<file path="config.mk">
export PLATFORM = sky130hd
export DESIGN_NAME = maa_merge
export DESIGN_NICKNAME = d
export VERILOG_FILES = /design/src/rtl/core/maa_pkg.sv /design/src/rtl/core/maa_merge.sv
export SDC_FILE = /design/constraint.sdc
export NUM_CORES = 1
export LEC_CHECK = 0
export ABC_AREA = 1
export ABC_CLOCK_PERIOD_IN_PS = 11100
export BUFFER_PORTS_ARGS = -buffer_cell sky130_fd_sc_hd__buf_4
export CAP_MARGIN = 15
export CORE_MARGIN = 3
export CORE_UTILIZATION = 47
export CTS_BUF_LIST = sky130_fd_sc_hd__clkbuf_16
export CTS_CLUSTER_DIAMETER = 50
export DETAILED_ROUTE_END_ITERATION = 6
export HOLD_SLACK_MARGIN = 0.02
export PLACE_DENSITY = 0.76
export SETUP_SLACK_MARGIN = 0.15
export SKIP_LAST_GASP = 1
export SYNTH_ARGS = -nofsm -noshare
export SYNTH_HDL_FRONTEND = slang
export SYNTH_SLANG_ARGS = --single-unit
</file>
<file path="constraint.sdc">
create_clock -name clock -period 11.1 [get_ports clock]
set_input_delay 3.33 -clock clock [delete_from_list [all_inputs] [get_ports clock]]
set_output_delay 3.33 -clock clock [all_outputs]
set_load 0.02 [all_outputs]
</file>
<file path="src/rtl/core/maa_pkg.sv">
// ----------------------------------------------------------------------------
// maa_pkg
// Shared constants, arctangent table and item types of the axis angle block.
// ----------------------------------------------------------------------------
package maa_pkg;

   localparam int AXIS_W         = 16;
   localparam int ANGLE_W        = 15;
   localparam int ANGLE_FRAC_DEF = 6;

   // cordic format: angle accumulator in 2^-20 degree, operands scaled by 2^30
   localparam int ACC_FRAC    = 20;
   localparam int ITERS       = 24;
   localparam int PRESCALE    = 30;
   localparam int OP_W        = AXIS_W + 1;
   localparam int XY_W        = OP_W + PRESCALE + 2;
   localparam int Z_W         = 32;
   localparam int LANE_STAGES = ITERS + 2;

   localparam int REQ_W     = 48;
   localparam int RSP_W     = 96;
   localparam int RSP_PAD_W = RSP_W - 3 * AXIS_W - 3 * ANGLE_W;

   localparam logic signed [Z_W-1:0] HALF_TURN = Z_W'(180 << ACC_FRAC);
   localparam logic signed [Z_W-1:0] NEG_HALF_TURN = -HALF_TURN;

   // atan(2^-i) in 2^-20 degree, rounded to nearest
   localparam logic signed [Z_W-1:0] ATAN_TAB [ITERS] = '{
      32'sd47185920, 32'sd27855475, 32'sd14718068, 32'sd7471121,
      32'sd3750058,  32'sd1876857,  32'sd938658,   32'sd469357,
      32'sd234682,   32'sd117342,   32'sd58671,    32'sd29335,
      32'sd14668,    32'sd7334,     32'sd3667,     32'sd1833,
      32'sd917,      32'sd458,      32'sd229,      32'sd115,
      32'sd57,       32'sd29,       32'sd14,       32'sd7
   };

   typedef struct packed {
      logic signed [AXIS_W-1:0] x_value;
      logic signed [AXIS_W-1:0] y_value;
      logic signed [AXIS_W-1:0] z_value;
   } axes_type;

   // packed so that x_value sits in the lowest bits of tdata
   typedef struct packed {
      logic [RSP_PAD_W-1:0]     pad;
      logic [ANGLE_W-1:0]       angle_zy_plane;
      logic [ANGLE_W-1:0]       angle_zx_plane;
      logic [ANGLE_W-1:0]       angle_xy_plane;
      logic signed [AXIS_W-1:0] z_value;
      logic signed [AXIS_W-1:0] y_value;
      logic signed [AXIS_W-1:0] x_value;
   } result_type;

endpackage

</file>
<file path="src/rtl/core/maa_merge.sv">
// ----------------------------------------------------------------------------
// maa_merge
// Output register with skid stage for the joined result items.
// ----------------------------------------------------------------------------
module maa_merge
   import maa_pkg::*;
(
   input  logic       clock,
   input  logic       reset,
   input  logic       in_valid,
   input  result_type in_data,
   output logic       advance,
   output logic       rsp_tvalid,
   input  logic       rsp_tready,
   output result_type rsp_data
);

   logic       out_valid_ff, out_valid_in;
   logic       skid_valid_ff, skid_valid_in;
   result_type out_data_ff, out_data_in;
   result_type skid_data_ff, skid_data_in;
   logic       push, out_load_new, out_load_skid, skid_load;

   // pipeline moves only while the skid stage is free
   assign advance = ~skid_valid_ff;

   always_comb begin
      push          = in_valid && advance;
      out_load_new  = push && (!out_valid_ff || rsp_tready);
      skid_load     = push && out_valid_ff && !rsp_tready;
      out_load_skid = skid_valid_ff && rsp_tready;
      out_valid_in  = out_load_new || out_load_skid || (out_valid_ff && !rsp_tready);
      skid_valid_in = skid_load || (skid_valid_ff && !rsp_tready);
      priority if (out_load_skid) begin
         out_data_in = skid_data_ff;
      end else if (out_load_new) begin
         out_data_in = in_data;
      end else begin
         out_data_in = out_data_ff;
      end
      skid_data_in = skid_load ? in_data : skid_data_ff;
   end

   always_ff @(posedge clock) begin
      if (reset) begin
         out_valid_ff  <= 1'b0;
         skid_valid_ff <= 1'b0;
      end else begin
         out_valid_ff  <= out_valid_in;
         skid_valid_ff <= skid_valid_in;
      end
   end

   always_ff @(posedge clock) begin
      out_data_ff  <= out_data_in;
      skid_data_ff <= skid_data_in;
   end

   assign rsp_tvalid = out_valid_ff;
   assign rsp_data   = out_data_ff;

`ifndef ASSERT_OFF
   a_skid_behind_out: assert property (@(posedge clock) disable iff (reset)
      skid_valid_ff |-> out_valid_ff)
      else $error("skid stage holds an item while the output register is empty");

   a_skid_catches: assert property (@(posedge clock) disable iff (reset)
      (in_valid && advance && out_valid_ff && !rsp_tready) |=> skid_valid_ff)
      else $error("item arriving at a stalled output was not caught by the skid stage");
`endif

endmodule

</file>
==> Word-level counts from Yosys, hierarchy flattened <==
Index checks and enable logic that the tools add are counted.
{ "totals": {"reg_bits": 194, "in_bits": 100, "output_inout_bits": 98, "wordCells": 33} }
{ "op_classes": {"n_mux": 2, "bitwise_logic": 1, "n_reduce_logical": 14} }
{ "ops": {"columns": ["op", "n"], "rows": [
  ["$mux W96", 2],
  ["$logic_and A1 B1 Y1", 7],
  ["$logic_or A1 B1 Y1", 4],
  ["$logic_not A1 Y1", 2],
  ["$reduce_bool A2 Y1", 1],
  ["$not A1 Y1", 1]
]} }

==> Longest topological paths before layout <==
Gate-level depths: netlist (run 1).
{ "logic_depth": {"word_depth": 5, "ltp_mapped": 7, "depth_no_buf": 5} }

==> Worst setup path after synthesis (run 1) <==
Ideal clock, no wire load.
{ "synth_path": {"kind": "input to register", "start": "input port rsp_tready", "end": "register out_data_ff (netlist bit rsp_data[0]) (enable)", "setup_time_ns": 0.683, "arrival_ns": 10.369, "required_time_ns": 10.417, "slack_ns": 0.048, "cell_stages": 4, "path_buffers": 2, "cell_sequence": "buf_4 buf_6 nor2_1 o21ai_0"} }
{ "synth_via": {"elab_chain_len": 3, "word_cells_on_any_way": 4, "cone_classes": "reduce/logical (4)"} }
{ "synth_rtl": {"columns": ["element", "line", "text"], "rows": [
  ["start, declared", "maa_merge.sv:14", "input logic rsp_tready,"],
  ["$logic_or A1 B1 Y1", "maa_merge.sv:29", "out_load_new = push && (!out_valid_ff || rsp_tready);"],
  ["$logic_and A1 B1 Y1", "maa_merge.sv:29", null],
  ["$reduce_bool A2 Y1 (no line) *", null, null],
  ["end signal, assigned", "maa_merge.sv:55", "out_data_ff <= out_data_in;"],
  ["end, declared", "maa_merge.sv:20", "result_type out_data_ff, out_data_in;"]
]} }
Mark *: on every way between the ends. The rest lies on a longest branch, timed or not.
A chain may end at the register's enable or synchronous reset.

==> Final worst setup path (run 1) <==
{ "layout_path": {"start": "input port rsp_tready", "end": "register out_data_ff (netlist bit rsp_data[61]) (enable)"} }
Same word-level chain as after synthesis.

==> metrics.csv, run 1 <==
metric;value;unit
status;finished clean;
Crit path arrival time;5940;ps
vias per inst;5.10;
die area;17000;um^2
MaxCap Viol Count;0;
crit end category;flip-flop;
Initial Util;49.0;%
1st-iter DRT viols;478;
RSZ-0062 raised after global routing;no;
post-CTS sizing;0;
Clock Latency Late Sink;430;ps
RePlAce Congestion;0.763;
critical path's slowest cell;nand2_4;
Most common cell on crit path;buf_4;
Net Sw Frac;22.2;%
share of power burned in the clock network;37.6;%
FILL cells;1122;
CP peak stage delay;790;ps
CTS root buf;clkbuf_16;
share of layout cells above drive strength 1;32.0;%
internal power;0.00126;W
CTS tree;done;
Core Region;14900;um^2
WL per Instance;17.0;um
crit path max fanout;99;
Slew HR;25.6;%
vias in the first global route;4580;
critical path startpoint category;input pin;
DR pass1 iterations;5;
I/O Buffers;197;
antenna cells;0;
DRC Markers;0;
TNS Setup;0;ps
Hold Path Class;reg2reg;
drt total wl;15.5;mm
Synth Net Count;632;
largest net degree at the start of global routing;101;
worst reg2reg startpoint;skid_valid_ff;
Yosys warning total;0;
Flop pwr share;53.1;%
buffer count from post-CTS setup fixing;0;
area of the multi-input gates;1260;um^2
CP Data Required Time;11160;ps
clock slew at reported path FFs;70;ps
Fmax;0.170;GHz
Worst VDD drop;109;uV
Worst Hold Depth;2;
worst setup path startpoint;rsp_tready;
Finish-stage setup viols;0;
DIE HEIGHT;130;um
Worst-Margin Slew;1120;ps
Horiz. Die Dim;130;um
Cell Area, Synth;7280;um^2
fin crit share;53.0;%
Crit Path Category;in2reg;
dominant cell type by area after synthesis;edfxtp_1;
global-route wire length before repair;23.7;mm
Hold Startpoint;skid_data_ff[39];
pwr dens;172;nW/um^2
LEAKAGE;3.94;nW
Sw Pwr;0.000360;W
Nets;819;
initial antenna violation count;0;
vias;4671;
synthesis-stage register bit count;194;
Top Ports;198;
post-layout minimum cycle time;5890;ps
area share of the largest cell type after synthesis;79.2;%
remaining antenna violation count;0;
post-layout util;63.5;%
Synth area leaders;edfxtp_1, nand2_1, nand3_1, buf_2, buf_4;
cts bufs inserted;17;
Final Hold Viols;0;
post-DP HPWL;9.72;mm
Seq/Total Area, Yosys;79.8;%
hold-fix buffers at CTS;0;
clock sinks;194;
CTS H-tree lvls;4;
Final Skew;13.3;ps
combinational share of power;9.3;%
cell count after synthesis;532;
crit-path cells;buf_4 > nand2_4 > o21ai_4 > buf_4;
clock buffer depth;2;
Storage cell area;5810;um^2
GR Util All Layers;18.2;%
post-synth cell types;12;
Slew Limit Fails;0;
grt ovf;0;
length in cells of the worst reg-to-reg path;3;
Area Overhead vs Synth;29.8;%
Rows;44;
average size of a mapped cell;13.7;um^2
-- critical path, delay by kind of cell --
family / cells / cell delay [ps]
compound gates: 1 / 250
buf+inv: 2 / 1360
simple gates: 1 / 790
-- power by group through the flow --
stage          Clock (W)  Sequential (W)  Combinational [W]
3_3_place_gp           0        0.000878           0.000148
5_1_grt         0.000655        0.000865           0.000164
6_report        0.000610        0.000863           0.000151
4_1_cts         0.000623        0.000864           0.000153
2_1_floorplan          0        0.000911          0.0000398
3_5_place_dp           0        0.000879           0.000152
-- stage by stage --
stage               hold WS (ps)  instance area [um^2]  instances  power [W]  setup WS [ps]
floorplan                    511                  7280        532   0.000951           2640
global placement             517                  8830        883    0.00103           4880
detailed placement           520                  8830        883    0.00103           4800
CTS                          539                  9420        915    0.00164           5260
global route                 555                  9440        916    0.00168           5030
finish                       536                  9440        916    0.00162           5210
-- state kept, by name (all words and copies together), names as in the netlist --
name	cells
rsp_data	96
skid_data_ff	96
rsp_tvalid	1
skid_valid_ff	1
-- final cells by class --
class,count,share of cell area [%]
Clock buffer,17,4.50
Clock inverter,15,1.74
Inverter,7,0.305
Multi-Input combinational cell,299,13.4
Sequential cell,194,61.5
Tap cell,184,2.44
Timing Repair Buffer,200,16.1
-- synth_stat cells --
library cell	n
nor2_1	2
a21oi_1	1
nand2_1	197
dfxtp_1	2
o21ai_0	1
nand3_1	97
edfxtp_1	192
buf_4	8
buf_2	22
nand2_4	1
buf_6	2
inv_1	7
-- path summary, 6_finish.rpt --
check,to,slack [ps]
setup / recovery,rsp_data[61],5210
hold / removal,rsp_data[39],540
setup reg to reg,rsp_data[61],7760
hold reg to reg,rsp_data[39],540
-- routing by layer --
metal	global-route usage [%]	vias up	part of all wire, %
li1	-	2242	-
met1	23.1	2227	40
met2	30.9	184	52
met3	4.88	18	6.6
met4	5.87	0	1.6
met5	0	-	0
-- cells by family (layout without fill, tap and decap cells) --
| logic type | Yosys count | after routing | synth area share (%) |
|---|---|---|---|
| DFF | 194 | 194 | 79.8 |
| buffers and inverters | 39 | 239 | 3.01 |
| AOI/OAI and AO/OA | 2 | 2 | 0.137 |
| and+or+nand+nor | 297 | 297 | 17.1 |
-- cell usage in the layout (no fill, tap or decap) --
cell,n
a21oi_1,1
buf_16,1
buf_4,199
bufinv_16,3
clkbuf_16,17
clkinv_1,2
clkinv_2,5
clkinvlp_4,2
dfxtp_1,1
dfxtp_4,1
edfxtp_1,192
inv_1,6
inv_4,1
inv_6,3
nand2_1,197
nand2_4,1
nand3_1,97
nor2_1,2
o21ai_4,1
Note: power is estimated with default switching activity, not from simulation.
==> run 2, diff against run 1 <==
- ABC_AREA: 1 -> 0
- ABC_CLOCK_PERIOD_IN_PS: 11100 -> 5100
- clock period: 11.1 -> 5.1 ns (I/O delays scaled with it)
==> run 2 against run 1 <==
Non-clock buffer count grew 2; critical path depth unchanged; synthesized cell count down 42%; synthesized area shrank 2.1%; cell area is 0.65% lower; clock-buffer cell count did not move; register-to-register slack got worse by 4700 ps; cell count decreased by 22%; die area decreased by 2.0%.
==> metrics.csv, run 2 <==
metric;value;unit
GR Util All Layers;16.2;%
area share of the largest cell type after synthesis;80.9;%
post-placement cell area;8830;um^2
synthesis-stage register bit count;194;
Synth Net Count;410;
vias;3547;
drt total wl;13.4;mm
cts bufs inserted;17;
Post-synth top cells;edfxtp_1, mux2_2, mux2_4;
status;finished clean;
post-synth cell types;14;
Slew HR;47.6;%
antenna cells;0;
Hold Path Class;reg2reg;
I/O Buffers;197;
Fmax;0.345;GHz
Design Area, Final;9380;um^2
compound-cell area share of the yosys netlist;0.281;%
Slew Limit Fails;0;
Worst Hold Depth;1;
WL per Instance;18.7;um
critical path's slowest cell;buf_4;
grt ovf;0;
critical path startpoint category;input pin;
Area Overhead vs Synth;31.7;%
Most common cell on crit path;buf_4;
dominant cell type by area after synthesis;edfxtp_1;
hold-fix buffers at CTS;0;
pwr dens;367;nW/um^2
EDFF count, synth;192;
Initial Util;48.5;%
largest family of logic cells by synthesized area;multiplexers;
CTS H-tree lvls;4;
Finish-stage setup viols;0;
1st-iter DRT viols;206;
dominant synthesized flop cell;edfxtp_1;
CP Data Required Time;5160;ps
Async SR Flop Fraction;0;%
post-DP HPWL;8.97;mm
Final Skew;6.45;ps
CP peak stage delay;550;ps
remaining antenna violation count;0;
Worst-Margin Slew;787;ps
TNS Setup;0;ps
die area;16700;um^2
DR pass1 iterations;4;
CTS root buf;clkbuf_16;
Yosys warning total;0;
RePlAce Congestion;0.725;
length in cells of the worst reg-to-reg path;3;
crit end category;flip-flop;
Crit Path Category;in2reg;
clock sinks;194;
Cell Area, Synth;7130;um^2
Crit path arrival time;2960;ps
most frequent cells in the layout;buf_4, edfxtp_1, mux2_2, mux2_4, clkbuf_16;
final cell count without fillers;717;
clock slew at reported path FFs;70;ps
cell count after synthesis;310;
largest net degree at the start of global routing;57;
MaxCap Viol Count;0;
CTS tree;done;
Seq/Total Area, Yosys;81.5;%
Adder-Cell Fraction of Synth Area;0;%
Top Ports;198;
Synth area leaders;edfxtp_1, mux2_2, mux2_4, buf_6, dfxtp_1;
post-CTS sizing;0;
crit-path cells;buf_4 > nand2b_1 > nor2_4 > buf_4;
DIE HEIGHT;129;um
DRC Markers;0;
Horiz. Die Dim;129;um
buffer count from post-CTS setup fixing;0;
vias in the first global route;3711;
Rows;44;
RSZ-0062 raised after global routing;no;
Worst VDD drop;209;uV
vias per inst;4.95;
commonest non-fill, non-tap cell in the layout;buf_4;
top-count cell post-synth;edfxtp_1;
clock buffer depth;2;
share of layout cells above drive strength 1;61.2;%
Synth Area in Simple Gates;0.439;%
LEAKAGE;3.67;nW
global-route wire length before repair;20.2;mm
post-layout minimum cycle time;2900;ps
FILL cells;1011;
crit path max fanout;38;
# placed instances;686;
Synth Area in XOR/XNOR;0;%
post-layout util;63.8;%
Nets;621;
fin crit share;56.8;%
Clock Latency Late Sink;420;ps
WHS;542;ps
average size of a mapped cell;23.0;um^2
Core Region;14700;um^2
initial antenna violation count;0;
Final Hold Viols;0;
mux contribution to synthesized area;16.7;%
-- run 2: power breakdown --
| part | internal, W | total [W] | switching (W) |
|---|---|---|---|
| Sequential | 0.00184 | 0.00187 | 0.0000229 |
| Clock | 0.000709 | 0.00125 | 0.000539 |
| Combinational | 0.000159 | 0.000325 | 0.000166 |
| Total | 0.00271 | 0.00344 | 0.000728 |
-- run 2: metal layers --
layer / up-vias / track usage, % / part of all wire, %
li1: 1654 / - / -
met1: 1744 / 20.2 / 41
met2: 129 / 25.8 / 50
met3: 20 / 5.28 / 7.2
met4: 0 / 7.78 / 2.2
met5: - / 0 / 0
-- run 2: critical path: cells and delay by family --
family | cells | cell delay (ps)
buffers and inverters | 2 | 690
AND/OR/NAND/NOR | 2 | 720
-- run 2: logic make-up (layout without fill, tap and decap cells) --
logic type             count (synthesis)  after routing
AO/OA/AOI/OAI                          3              3
buffers and inverters                 11            234
multiplexers                          96             96
AND/OR/NAND/NOR                        6              6
flip-flops                           194            194
-- run 2: cell type report --
| class | count | area, um^2 | area share (%) |
|---|---|---|---|
| well taps | 184 | 230 | 2.45 |
| repair buffers | 202 | 1530 | 16.3 |
| flip-flops and latches | 194 | 5810 | 61.9 |
| clock inverters | 14 | 126 | 1.35 |
| inverters | 1 | 3.75 | 0.0400 |
| multi-input cells | 105 | 1260 | 13.5 |
| clock buffers | 17 | 425 | 4.53 |
-- run 2: path summary, 6_finish.rpt --
check                                      start               end  slack [ps]
worst max-delay path                  rsp_tready  skid_data_ff[21]        2200
worst min-delay path            skid_data_ff[81]      rsp_data[81]         540
worst max register to register     skid_valid_ff      rsp_data[70]        3020
worst min register to register  skid_data_ff[81]      rsp_data[81]         540
-- run 2: stage by stage --
step | total power (W) | worst slack [ps]
6_report | 0.00344 | 2200
2_1_floorplan | 0.00205 | 455
3_5_place_dp | 0.00223 | 1740
3_3_place_gp | 0.00222 | 1800
5_1_grt | 0.00356 | 2110
4_1_cts | 0.00348 | 2200
